### config.mk
export PLATFORM = sky130hd
export DESIGN_NAME = event_report_filter
export DESIGN_NICKNAME = d
export VERILOG_FILES = /design/src/hw/rtl/erf_pkg.sv /design/src/hw/rtl/event_report_filter.sv /design/src/hw/rtl/erf_ctrl.sv /design/src/hw/rtl/erf_dp.sv
export VERILOG_INCLUDE_DIRS = /design/src /design/src/hw/rtl
export SDC_FILE = /design/constraint.sdc
export NUM_CORES = 1
export LEC_CHECK = 0
export BUFFER_PORTS_ARGS = -buffer_cell sky130_fd_sc_hd__clkbuf_2
export CAP_MARGIN = 20
export CORE_ASPECT_RATIO = 0.6
export CORE_UTILIZATION = 60
export DETAILED_ROUTE_END_ITERATION = 8
export GPL_ROUTABILITY_DRIVEN = 0
export PLACE_DENSITY = 0.8
export SYNTH_ARGS = -nofsm -noshare
export SYNTH_HDL_FRONTEND = slang
export SYNTH_SLANG_ARGS = --single-unit
### constraint.sdc
create_clock -name clk -period 6.2 [get_ports clk]
set_input_delay 0.93 -clock clk [delete_from_list [all_inputs] [get_ports clk]]
set_output_delay 0.93 -clock clk [all_outputs]
set_load 0.1 [all_outputs]
### src/hw/rtl/event_report_filter_macros.svh
// assertion macros shared by the event report filter modules
// expects clk and rst_n in the scope of each use
`ifndef EVENT_REPORT_FILTER_MACROS_SVH
`define EVENT_REPORT_FILTER_MACROS_SVH

// same-cycle implication
`define ERF_ASSERT_NOW(lbl, ante, cons) \
  lbl: assert property (@(posedge clk) disable iff (!rst_n) (ante) |-> (cons)) \
    else $error("event_report_filter check failed");

// next-cycle implication
`define ERF_ASSERT_NEXT(lbl, ante, cons) \
  lbl: assert property (@(posedge clk) disable iff (!rst_n) (ante) |=> (cons)) \
    else $error("event_report_filter check failed");

`endif

### src/hw/rtl/erf_pkg.sv
// shared types, codes and constants of the event report filter
// no dependencies
package erf_pkg;

  localparam int unsigned MAX_EVENT_IDS_DEF = 64;

  typedef enum logic [1:0] {
    OP_REPORT = 2'd0,
    OP_HEADER = 2'd1,
    OP_DATA   = 2'd2,
    OP_QUERY  = 2'd3
  } op_t;

  typedef enum logic [1:0] {
    KIND_REPORT = 2'd0,
    KIND_TC     = 2'd1,
    KIND_QUERY  = 2'd2
  } kind_t;

  typedef enum logic [2:0] {
    ST_OK          = 3'd0,
    ST_UNKNOWN_EVT = 3'd1,
    ST_BAD_PARAM   = 3'd2,
    ST_BAD_LENGTH  = 3'd3,
    ST_BAD_SUBTYPE = 3'd4
  } status_t;

  localparam logic [7:0] SUB_ENABLE  = 8'd5;
  localparam logic [7:0] SUB_DISABLE = 8'd6;
  localparam logic [7:0] SEV_MIN     = 8'd1;
  localparam logic [7:0] SEV_MAX     = 8'd4;

  typedef enum logic {
    FSM_IDLE = 1'b0,
    FSM_EXEC = 1'b1
  } fsm_t;

  typedef struct packed {
    logic load;
    logic exec;
  } erf_cmd_t;

  typedef struct packed {
    logic has_result;
  } erf_sts_t;

endpackage

### src/hw/rtl/event_report_filter.sv
// top level of the event report filter
// depends on erf_pkg, erf_ctrl and erf_dp
//
// Each accepted item is registered in the idle state and, in the exec state, checked
// against the enable mask and collection state, which it then updates; in_ready is
// high only in the idle state. A result is held in an output register, so the next
// item is taken while it waits; only an item that itself yields a result
// waits in the exec state until that register is free. Reports and queries
// always give one result, telecommand headers only when rejected, data bytes
// only at the final byte of a list. All enable bits are set after reset.
module event_report_filter #(
  parameter int unsigned MAX_EVENT_IDS = erf_pkg::MAX_EVENT_IDS_DEF
) (
  input  logic        clk,
  input  logic        rst_n,
  input  logic        in_valid,
  output logic        in_ready,
  input  logic [1:0]  in_op,
  input  logic [15:0] in_event_id,
  input  logic [7:0]  in_severity,
  input  logic [15:0] in_aux_word,
  input  logic [7:0]  in_tc_subtype,
  input  logic [15:0] in_tc_length,
  input  logic [7:0]  in_tc_byte,
  output logic        out_valid,
  input  logic        out_ready,
  output logic [1:0]  out_result_kind,
  output logic [2:0]  out_status,
  output logic        out_tm_emit,
  output logic [2:0]  out_tm_severity,
  output logic [15:0] out_tm_event_id,
  output logic [15:0] out_tm_aux,
  output logic        out_is_enabled
);

  erf_pkg::erf_cmd_t cmd;
  erf_pkg::erf_sts_t sts;

  erf_ctrl u_ctrl (
    .clk       (clk),
    .rst_n     (rst_n),
    .in_valid  (in_valid),
    .in_ready  (in_ready),
    .out_valid (out_valid),
    .out_ready (out_ready),
    .cmd       (cmd),
    .sts       (sts)
  );

  erf_dp #(
    .MAX_EVENT_IDS(MAX_EVENT_IDS)
  ) u_dp (
    .clk             (clk),
    .rst_n           (rst_n),
    .cmd             (cmd),
    .sts             (sts),
    .in_op           (in_op),
    .in_event_id     (in_event_id),
    .in_severity     (in_severity),
    .in_aux_word     (in_aux_word),
    .in_tc_subtype   (in_tc_subtype),
    .in_tc_length    (in_tc_length),
    .in_tc_byte      (in_tc_byte),
    .out_result_kind (out_result_kind),
    .out_status      (out_status),
    .out_tm_emit     (out_tm_emit),
    .out_tm_severity (out_tm_severity),
    .out_tm_event_id (out_tm_event_id),
    .out_tm_aux      (out_tm_aux),
    .out_is_enabled  (out_is_enabled)
  );

endmodule

### src/hw/rtl/erf_ctrl.sv
// controller of the event report filter: item sequencing and result handshake
// depends on erf_pkg and event_report_filter_macros.svh
`include "event_report_filter_macros.svh"
module erf_ctrl (
  input  logic              clk,
  input  logic              rst_n,
  input  logic              in_valid,
  output logic              in_ready,
  output logic              out_valid,
  input  logic              out_ready,
  output erf_pkg::erf_cmd_t cmd,
  input  erf_pkg::erf_sts_t sts
);

  erf_pkg::fsm_t state_r, state_nxt;
  logic out_valid_r, out_valid_nxt;

  always_ff @(posedge clk) begin
    if (!rst_n) begin
      state_r     <= erf_pkg::FSM_IDLE;
      out_valid_r <= 1'b0;
    end else begin
      state_r     <= state_nxt;
      out_valid_r <= out_valid_nxt;
    end
  end

  always_comb begin
    state_nxt     = state_r;
    in_ready      = 1'b0;
    cmd.load      = 1'b0;
    cmd.exec      = 1'b0;
    out_valid_nxt = out_valid_r && !out_ready;
    unique case (state_r)
      erf_pkg::FSM_IDLE: begin
        in_ready = 1'b1;
        if (in_valid) begin
          cmd.load  = 1'b1;
          state_nxt = erf_pkg::FSM_EXEC;
        end
      end
      erf_pkg::FSM_EXEC: begin
        // hold an item that yields a result while the result slot is still full
        if (!sts.has_result || !out_valid_r || out_ready) begin
          cmd.exec  = 1'b1;
          state_nxt = erf_pkg::FSM_IDLE;
          if (sts.has_result) begin
            out_valid_nxt = 1'b1;
          end
        end
      end
      default: state_nxt = erf_pkg::FSM_IDLE;
    endcase
  end

  assign out_valid = out_valid_r;

  `ERF_ASSERT_NEXT(a_accept_to_exec, in_valid && in_ready, state_r == erf_pkg::FSM_EXEC)
  `ERF_ASSERT_NOW(a_no_overwrite, cmd.exec && sts.has_result, !out_valid_r || out_ready)

endmodule

### src/hw/rtl/erf_dp.sv
// datapath of the event report filter: item registers, masks, collection state
// and result register; depends on erf_pkg and event_report_filter_macros.svh
`include "event_report_filter_macros.svh"
module erf_dp #(
  parameter int unsigned MAX_EVENT_IDS = erf_pkg::MAX_EVENT_IDS_DEF
) (
  input  logic              clk,
  input  logic              rst_n,
  input  erf_pkg::erf_cmd_t cmd,
  output erf_pkg::erf_sts_t sts,
  input  logic [1:0]        in_op,
  input  logic [15:0]       in_event_id,
  input  logic [7:0]        in_severity,
  input  logic [15:0]       in_aux_word,
  input  logic [7:0]        in_tc_subtype,
  input  logic [15:0]       in_tc_length,
  input  logic [7:0]        in_tc_byte,
  output logic [1:0]        out_result_kind,
  output logic [2:0]        out_status,
  output logic              out_tm_emit,
  output logic [2:0]        out_tm_severity,
  output logic [15:0]       out_tm_event_id,
  output logic [15:0]       out_tm_aux,
  output logic              out_is_enabled
);

  localparam int unsigned IDX_W = (MAX_EVENT_IDS > 1) ? $clog2(MAX_EVENT_IDS) : 1;
  localparam logic [15:0] MAX_ID = 16'(MAX_EVENT_IDS);

  // item registers
  erf_pkg::op_t op_r;
  logic [15:0]  id_r;
  logic [7:0]   sev_r;
  logic [15:0]  aux_r;
  logic [7:0]   sub_r;
  logic [15:0]  len_r;
  logic [7:0]   byte_r;

  // filter and collection state
  logic [MAX_EVENT_IDS-1:0] enable_mask_r, enable_mask_nxt;
  logic [MAX_EVENT_IDS-1:0] pending_mask_r, pending_mask_nxt;
  logic        tc_active_r, tc_active_nxt;
  logic        tc_is_enable_r, tc_is_enable_nxt;
  logic [15:0] bytes_expected_r, bytes_expected_nxt;
  logic [15:0] bytes_seen_r, bytes_seen_nxt;
  logic [7:0]  list_count_r, list_count_nxt;
  logic [7:0]  id_high_byte_r, id_high_byte_nxt;
  logic        bad_id_seen_r, bad_id_seen_nxt;

  // result register
  logic [1:0]  kind_r, kind_nxt;
  logic [2:0]  status_r, status_nxt;
  logic        emit_r, emit_nxt;
  logic [2:0]  tm_sev_r, tm_sev_nxt;
  logic [15:0] tm_id_r, tm_id_nxt;
  logic [15:0] tm_aux_r, tm_aux_nxt;
  logic        is_en_r, is_en_nxt;

  logic             has_result;
  logic             id_ok, sev_ok, id_en, sub_ok;
  logic [IDX_W-1:0] id_idx, lid_idx;
  logic [15:0]      lid, seen_inc;
  logic             lid_ok, last_byte;
  logic [16:0]      len_want;

  always_ff @(posedge clk) begin
    if (cmd.load) begin
      op_r   <= erf_pkg::op_t'(in_op);
      id_r   <= in_event_id;
      sev_r  <= in_severity;
      aux_r  <= in_aux_word;
      sub_r  <= in_tc_subtype;
      len_r  <= in_tc_length;
      byte_r <= in_tc_byte;
    end
  end

  always_ff @(posedge clk) begin
    if (cmd.exec && has_result) begin
      kind_r   <= kind_nxt;
      status_r <= status_nxt;
      emit_r   <= emit_nxt;
      tm_sev_r <= tm_sev_nxt;
      tm_id_r  <= tm_id_nxt;
      tm_aux_r <= tm_aux_nxt;
      is_en_r  <= is_en_nxt;
    end
  end

  always_ff @(posedge clk) begin
    if (!rst_n) begin
      enable_mask_r    <= '1;
      pending_mask_r   <= '0;
      tc_active_r      <= 1'b0;
      tc_is_enable_r   <= 1'b0;
      bytes_expected_r <= '0;
      bytes_seen_r     <= '0;
      list_count_r     <= '0;
      id_high_byte_r   <= '0;
      bad_id_seen_r    <= 1'b0;
    end else if (cmd.exec) begin
      enable_mask_r    <= enable_mask_nxt;
      pending_mask_r   <= pending_mask_nxt;
      tc_active_r      <= tc_active_nxt;
      tc_is_enable_r   <= tc_is_enable_nxt;
      bytes_expected_r <= bytes_expected_nxt;
      bytes_seen_r     <= bytes_seen_nxt;
      list_count_r     <= list_count_nxt;
      id_high_byte_r   <= id_high_byte_nxt;
      bad_id_seen_r    <= bad_id_seen_nxt;
    end
  end

  always_comb begin
    id_ok     = (id_r != 16'd0) && (id_r <= MAX_ID);
    sev_ok    = (sev_r >= erf_pkg::SEV_MIN) && (sev_r <= erf_pkg::SEV_MAX);
    id_idx    = IDX_W'(id_r - 16'd1);
    id_en     = id_ok && enable_mask_r[id_idx];
    sub_ok    = (sub_r == erf_pkg::SUB_ENABLE) || (sub_r == erf_pkg::SUB_DISABLE);
    lid       = {id_high_byte_r, byte_r};
    lid_ok    = (lid != 16'd0) && (lid <= MAX_ID);
    lid_idx   = IDX_W'(lid - 16'd1);
    seen_inc  = bytes_seen_r + 16'd1;
    last_byte = (seen_inc == bytes_expected_r);
    len_want  = '0;

    enable_mask_nxt    = enable_mask_r;
    pending_mask_nxt   = pending_mask_r;
    tc_active_nxt      = tc_active_r;
    tc_is_enable_nxt   = tc_is_enable_r;
    bytes_expected_nxt = bytes_expected_r;
    bytes_seen_nxt     = bytes_seen_r;
    list_count_nxt     = list_count_r;
    id_high_byte_nxt   = id_high_byte_r;
    bad_id_seen_nxt    = bad_id_seen_r;

    has_result = 1'b0;
    kind_nxt   = erf_pkg::KIND_REPORT;
    status_nxt = erf_pkg::ST_OK;
    emit_nxt   = 1'b0;
    tm_sev_nxt = '0;
    tm_id_nxt  = '0;
    tm_aux_nxt = '0;
    is_en_nxt  = 1'b0;

    unique case (op_r)
      erf_pkg::OP_REPORT: begin
        has_result = 1'b1;
        if (!id_ok) begin
          status_nxt = erf_pkg::ST_UNKNOWN_EVT;
        end else if (!sev_ok) begin
          status_nxt = erf_pkg::ST_BAD_PARAM;
        end else if (id_en) begin
          emit_nxt   = 1'b1;
          tm_sev_nxt = sev_r[2:0];
          tm_id_nxt  = id_r;
          tm_aux_nxt = aux_r;
        end
      end
      erf_pkg::OP_QUERY: begin
        has_result = 1'b1;
        kind_nxt   = erf_pkg::KIND_QUERY;
        is_en_nxt  = id_en;
      end
      erf_pkg::OP_HEADER: begin
        kind_nxt           = erf_pkg::KIND_TC;
        pending_mask_nxt   = '0;
        tc_active_nxt      = 1'b0;
        tc_is_enable_nxt   = 1'b0;
        bytes_expected_nxt = '0;
        bytes_seen_nxt     = '0;
        list_count_nxt     = '0;
        id_high_byte_nxt   = '0;
        bad_id_seen_nxt    = 1'b0;
        if (!sub_ok) begin
          has_result = 1'b1;
          status_nxt = erf_pkg::ST_BAD_SUBTYPE;
        end else if (len_r == 16'd0) begin
          has_result = 1'b1;
          status_nxt = erf_pkg::ST_BAD_LENGTH;
        end else begin
          tc_active_nxt      = 1'b1;
          tc_is_enable_nxt   = (sub_r == erf_pkg::SUB_ENABLE);
          bytes_expected_nxt = len_r;
        end
      end
      erf_pkg::OP_DATA: begin
        kind_nxt = erf_pkg::KIND_TC;
        if (tc_active_r) begin
          if (bytes_seen_r == 16'd0) begin
            list_count_nxt = byte_r;
          end else if (bytes_seen_r[0]) begin
            id_high_byte_nxt = byte_r;
          end else if (lid_ok) begin
            pending_mask_nxt[lid_idx] = 1'b1;
          end else begin
            bad_id_seen_nxt = 1'b1;
          end
          bytes_seen_nxt = seen_inc;
          if (last_byte) begin
            has_result = 1'b1;
            len_want   = {8'd0, list_count_nxt, 1'b1};
            if ({1'b0, bytes_expected_r} != len_want) begin
              status_nxt = erf_pkg::ST_BAD_LENGTH;
            end else if (list_count_nxt == 8'd0) begin
              status_nxt = erf_pkg::ST_BAD_PARAM;
            end else if (bad_id_seen_nxt) begin
              status_nxt = erf_pkg::ST_UNKNOWN_EVT;
            end else if (tc_is_enable_r) begin
              enable_mask_nxt = enable_mask_r | pending_mask_nxt;
            end else begin
              enable_mask_nxt = enable_mask_r & ~pending_mask_nxt;
            end
            pending_mask_nxt   = '0;
            tc_active_nxt      = 1'b0;
            tc_is_enable_nxt   = 1'b0;
            bytes_expected_nxt = '0;
            bytes_seen_nxt     = '0;
            list_count_nxt     = '0;
            id_high_byte_nxt   = '0;
            bad_id_seen_nxt    = 1'b0;
          end
        end
      end
      default: has_result = 1'b0;
    endcase
  end

  assign sts.has_result  = has_result;
  assign out_result_kind = kind_r;
  assign out_status      = status_r;
  assign out_tm_emit     = emit_r;
  assign out_tm_severity = tm_sev_r;
  assign out_tm_event_id = tm_id_r;
  assign out_tm_aux      = tm_aux_r;
  assign out_is_enabled  = is_en_r;

  `ERF_ASSERT_NOW(a_idle_clean, !tc_active_r, (bytes_seen_r == 16'd0) && (pending_mask_r == '0))
  `ERF_ASSERT_NOW(a_seen_below, tc_active_r, bytes_seen_r < bytes_expected_r)

endmodule

# Word-level counts from Yosys, hierarchy flattened
# Cells that the tools add are included.
op_classes:
  n_addsub: 3
  n_eq_ne: 11
  n_reduce_logical: 29
  order_cmp: 7
  n_bitwise: 8
  mux: 77
op_table:
  columns: ["cell", "n"]
  rows:
  - ["2-to-1 mux 64 bit", 8]
  - ["OR 64 bit", 2]
  - ["one-hot mux 64 bit (2 select lines)", 1]
  - ["2-to-1 mux 16 bit", 6]
  - ["2-to-1 mux 8 bit", 9]
  - ["bitwise AND 64 bit", 1]
  - ["inverter 64 bit", 1]
  - ["one-hot mux 16 bit (2 select lines)", 2]
  - ["<= comparator 16 x 7 -> 1 bit, second input constant", 2]
  - ["zero test 16 bit", 2]
  - ["2-to-1 mux 1 bit", 32]
  - ["one-hot mux 8 bit (2 select lines)", 2]
  - ["nonzero test 16 bit", 2]
  - ["2-to-1 mux 3 bit", 6]
  - ["adder 16 x 1 -> 16 bit, second input constant", 1]
  - ["equality test 16 bit", 1]
  - ["equality test 8 x 3 -> 1 bit, second input constant", 2]
  - ["inequality test 16 x 9 -> 1 bit", 1]
  - ["< comparator 6 x 7 -> 1 bit, second input constant", 2]
  - ["subtractor 6 x 1 -> 6 bit, second input constant", 2]
  - ["one-hot mux 3 bit (3 select lines)", 1]
  - ["greater-or-equal comparator 8 x 1 -> 1 bit, second input constant", 1]
  - ["<= comparator 8 x 3 -> 1 bit, second input constant", 1]
  - ["zero test 8 bit", 1]
  - ["other kinds (24)", 46]
totals:
  output_inout_bits: 44
  inputBits: 78
  reg_bits: 297

# Depth between registers and ports, before layout
depth:
  ltp_word: 14
  depth_mapped: 16
  ltp_nobuf: 10

# Cells and area by module
# Synthesis repeated with hierarchy kept, for this count alone.
unflattened:
  cells_unflattened: 1107
  area_unflattened_um2: 12529.5
by_module_without_submodules:
  columns: ["mod", "area_each_um2", "n_inst", "cells_each"]
  rows:
  - ["erf_dp", 12436.9, 1, 1097]
  - ["erf_ctrl", 92.6, 1, 10]

# Worst setup path before layout
# No wires, ideal clock.
synth_timing:
  path_kind: "register -> register"
  start: "register u_dp.bytes_seen_r[1]"
  end: "register u_dp.is_en_r (netlist: u_dp.out_is_enabled), enable pin"
  required_ps: 5733
  path_slack_ps: 719
  arrival_ps: 5014
  path_stages_with_launch: 13
  synth_period_minus_slack_ps: 5481
  path_cell_list: "dfxtp_1 -> ha_1 -> and3_1 -> buf_2 -> a31oi_1 -> o31a_1 -> a2111oi_4 -> nand3_2 -> or3_4 -> buf_6 -> buf_6 -> clkbuf_1 -> a31oi_1"
synth_via:
  elab_chain_cells: 11
synth_lines:
  columns: ["element", "line_no", "rtl"]
  rows:
  - ["start, declared", "erf_dp.sv:45", "logic [15:0] bytes_seen_r, bytes_seen_nxt;"]
  - ["start signal, assigned", "erf_dp.sv:107", "bytes_seen_r <= bytes_seen_nxt;"]
  - ["adder 16 x 1 -> 16 bit (*)", "erf_dp.sv:123", "seen_inc = bytes_seen_r + 16'd1;"]
  - ["equality test 16 bit (*)", "erf_dp.sv:124", "last_byte = (seen_inc == bytes_expected_r);"]
  - ["2-to-1 mux 1 bit (*)", "erf_dp.sv:200", "if (last_byte) begin"]
  - ["2-to-1 mux 1 bit (*)", "erf_dp.sv:189", "if (tc_active_r) begin"]
  - ["one-hot mux 1 bit (3 select lines) (*)", "erf_dp.sv:146", "unique case (op_r)"]
  - ["zero test 1 bit", "erf_ctrl.sv:44", "if (!sts.has_result || !out_valid_r || out_ready) begin"]
  - ["logical OR 1 bit (2 in a row)", "erf_ctrl.sv:44", null]
  - ["2-to-1 mux 1 bit", "erf_ctrl.sv:44", null]
  - ["2-to-1 mux 1 bit", "erf_ctrl.sv:34", "unique case (state_r)"]
  - ["logical AND 1 bit (*)", "erf_dp.sv:79", "if (cmd.exec && has_result) begin"]
  - ["end signal, assigned", "erf_dp.sv:86", "is_en_r <= is_en_nxt;"]
  - ["end, declared", "erf_dp.sv:57", "logic is_en_r, is_en_nxt;"]
# Mark *: on every way between the ends. The rest lies on a longest branch, timed or not.
# A chain may end at the register's enable or synchronous reset.

# Worst setup path in the final report
layout_timing:
  start: "register u_dp.bytes_seen_r[0]"
  end: "register u_dp.list_count_r[1]"
layout_via:
  elab_chain_cells: 11
layout_lines:
  columns: ["element", "line_no", "rtl"]
  rows:
  - ["adder 16 x 1 -> 16 bit", "erf_dp.sv:123", null]
  - ["equality test 16 bit", "erf_dp.sv:124", null]
  - ["2-to-1 mux 1 bit", "erf_dp.sv:200", null]
  - ["2-to-1 mux 1 bit", "erf_dp.sv:189", null]
  - ["one-hot mux 1 bit (3 select lines)", "erf_dp.sv:146", null]
  - ["zero test 1 bit", "erf_ctrl.sv:44", null]
  - ["logical OR 1 bit (2 in a row)", "erf_ctrl.sv:44", null]
  - ["2-to-1 mux 1 bit", "erf_ctrl.sv:44", null]
  - ["2-to-1 mux 1 bit", "erf_ctrl.sv:34", null]
  - ["AND reduction 3 bit (no line)", null, null]
  - ["end signal, assigned", "erf_dp.sv:108", "list_count_r <= list_count_nxt;"]
  - ["end, declared", "erf_dp.sv:46", "logic [7:0] list_count_r, list_count_nxt;"]
# Several ways; a longest one is shown, not always the timed one. The select of a mux whose other input is x is not followed.

==> metrics.md <==
| Metric | Value |
|---|---|
| Crit path required time | `approximately 6700 ps` |
| Chip height | `118 um` |
| Vias in the first global route | `around 10000` |
| Gr usage total | `0.297` |
| Arr. time, crit path | `4770 ps` |
| Largest net degree at the start of global routing | `130` |
| Fmax | `0.232 GHz` |
| WS Path Type | `reg2reg` |
| First-pass GRT wire length | `54200 um` |
| Boundary Pins | `122` |
| Hold buffers post-CTS | `0` |
| Layout area overhead | `12.0%` |
| Mapped Cells | `1276` |
| Routed len/inst | `21.1 um` |
| # resized after CTS | `0` |
| Cell taking the most area after synthesis | `dfxtp_1` |
| Antenna Cells | `0` |
| Crit path max fanout | `10` |
| Fin Setup TNS | `0 ps` |
| # H-tree levels | `1` |
| Core Region | `roughly 21000 um2` |
| Max VDD drop | `between 0.3 and 0.4 mV` |
| Mux cell area share after synthesis | `0.0464` |
| RSZ-0062 raised after global routing | `false` |
| Layout cell share with drive strength beyond 1 | `0.169` |
| PwrDens | `271 nW/um2` |
| Endpoints failing hold | `0` |
| Vias | `10891` |
| Static leakage | `approximately 5.0 nW` |
| Starting Density | `0.624` |
| Clk root buf | `clkbuf_16` |
| Async set-reset flop share out of synthesis | `0` |
| Pre-antenna DRT Iters | `7` |
| CTS tree | `done` |
| GR Overflow Total | `0` |
| Post-Route Utilization | `0.699` |
| Area occupied by multi-input gates | `5730 um2` |
| Post-Syn Area | `13400 um2` |
| Outcome | `finished, final reports clean` |
| Synth warn | `0` |
| Period minus WS final | `approximately 4300 ps` |
| Distinct cell type count after synthesis | `75` |
| Clock Skew | `14.5 ps` |
| Filler instances | `1544` |
| Rel. slew slack | `0.255` |
| Worst slew pin tran | `around 1100 ps` |
| DRC Markers | `0` |
| Total Wirelength | `34700 um` |
| Largest family of logic cells by synthesized area | `simple AND/OR/NAND/NOR gates` |
| Startpoint Class | `flip-flop` |
| Vias per cell | `6.63` |
| Starting DRT DRC Count | `1294` |
| Adder-Cell Fraction of Synth Area | `0.00842` |
| Max-Cap Viols | `0` |
| Area contributors post-synth | `dfxtp_1 (27%), edfxtp_1 (26%), o31ai_1 (3.6%)` |
| Endpoint class of the critical path | `flip-flop` |
| Register area share after synthesis | `0.531` |
| CTS sink cnt | `between 200 and 300` |
| Class of the worst hold path | `reg2reg` |
| Synth Area in XOR/XNOR | `0.0228` |
| FF+latch area | `approximately 7100 um2` |
| Row cnt | `41` |
| Worst-path clk slew | `around 70 ps` |
| Number of synthesized register bits | `slightly below 300` |
| EDFF count, synth | `116` |
| Simple-gate share of the synthesized area | `0.184` |
| Final ANT Viol Nets | `0` |
| Tcrit/Tclk final | `0.695` |
| Final HPWL DP | `22800 um` |
| Post-synthesis compound-gate area fraction | `0.161` |
| Avg Cell Area, Syn | `10.5 um2` |
| PortBufs | `121` |
| Worst-skew pair later-pin latency | `570 ps` |
| Die area | `roughly 23000 um2` |
| Initial antenna violation count | `0` |
| CTS max path bufs | `3` |
| Dominant synthesized flop cell | `dfxtp_1` |
| Die Width | `between 150 and 200 um` |
| Final setup fails | `0` |
| Final nets | `1430` |
| Num CTS Buffers | `27` |
| Postcts setup bufs | `0` |
| Yosys top cell area share | `0.271` |
| Slew Viols, Final | `0` |
-- metal layers --
metal / GRT usage / part of all wire
met2: 0.427 / 0.43
met3: 0.0785 / 0.11
met5: 0.0196 / 0
met1: 0.451 / 0.45
met4: 0.0482 / 0.012
-- worst max-delay path, cell delays in order (launching register included) --
cell      delay (ps)
dfxtp_1          570
ha_1             380
nand3_1          280
or3_1            490
o32ai_1          300
a21oi_1          130
and3_1           290
a21oi_1          870
a21boi_0         550
o32ai_1          350
-- layout make-up --
class	instances	share of cell area
clock buffers	34	0.0482
multi-input cells	847	0.383
well taps	279	0.0233
clock inverters	16	0.00960
repair buffers	142	0.0551
inverters	28	0.00701
flip-flops and latches	297	0.474
-- power breakdown --
part / leakage (nW) / switching, W / internal [W]
registers: 2.53 / 0.0000307 / 0.00208
logic: 2.04 / 0.000235 / 0.0000672
clock network: 0.424 / 0.000742 / 0.000914
-- path summary, 6_finish.rpt --
kind,slack [ps],startpoint,to,cells after the start
max,1890,u_dp.bytes_seen_r[0]$_SDFFE_PN0P_,u_dp.list_count_r[1]$_SDFFE_PN0P_,9
min,460,u_dp.id_high_byte_r[2]$_SDFFE_PN0P_,u_dp.id_high_byte_r[2]$_SDFFE_PN0P_,2
max reg2reg,1890,u_dp.bytes_seen_r[0]$_SDFFE_PN0P_,u_dp.list_count_r[1]$_SDFFE_PN0P_,9
min reg2reg,460,u_dp.id_high_byte_r[2]$_SDFFE_PN0P_,u_dp.id_high_byte_r[2]$_SDFFE_PN0P_,2
-- layout by cell type (no fill, tap or decap), drive strengths merged, types with 6 or more instances in the layout --
master,count
a21oi,75
o2bb2ai,9
and3,7
nand3,92
nand4,9
o22ai,11
a32o,9
a31oi,70
xor2,10
o21ai,21
inv,28
clkinv,13
buf,22
and2,31
edfxtp,116
nor3,30
nand2,56
nor4,22
nor2,92
mux2i,17
conb,9
o31ai,66
or3,7
ha,9
dfxtp,181
xnor2,24
a22o,17
mux4,20
or4,65
clkbuf,154
o32ai,6
-- stage by stage --
step | hold slack [ps] | area [um2] | worst slack [ps] | total power (W) | cells
after floorplan | 433 | 13400 | 719 | 0.00236 | 1284
after global placement | 443 | 14000 | 1670 | 0.00244 | 1590
after detailed placement | 448 | 14100 | 1940 | 0.00245 | 1591
after CTS | 464 | 14900 | 1950 | 0.00409 | 1641
after global routing | 482 | 15000 | 1650 | 0.00417 | 1643
final | 460 | 15000 | 1890 | 0.00407 | 1643
-- cells in the mapped netlist, types with 29 or more instances --
cell type	number
dfxtp_1	181
edfxtp_1	116
nor2_1	92
nand3_1	90
a21oi_1	75
a31oi_1	70
o31ai_1	65
or4_1	65
clkbuf_1	64
nand2_1	55
and2_1	30
nor3_1	29
-- logic make-up after synthesis --
group / count (synthesis)
AO/OA/AOI/OAI: 315
XOR/XNOR: 34
adder cells (fa/ha/maj): 9
buffers and inverters: 140
flip-flops: 297
multiplexers: 37
other: 1
AND/OR/NAND/NOR: 443
Note: power is estimated with default switching activity, not from simulation.
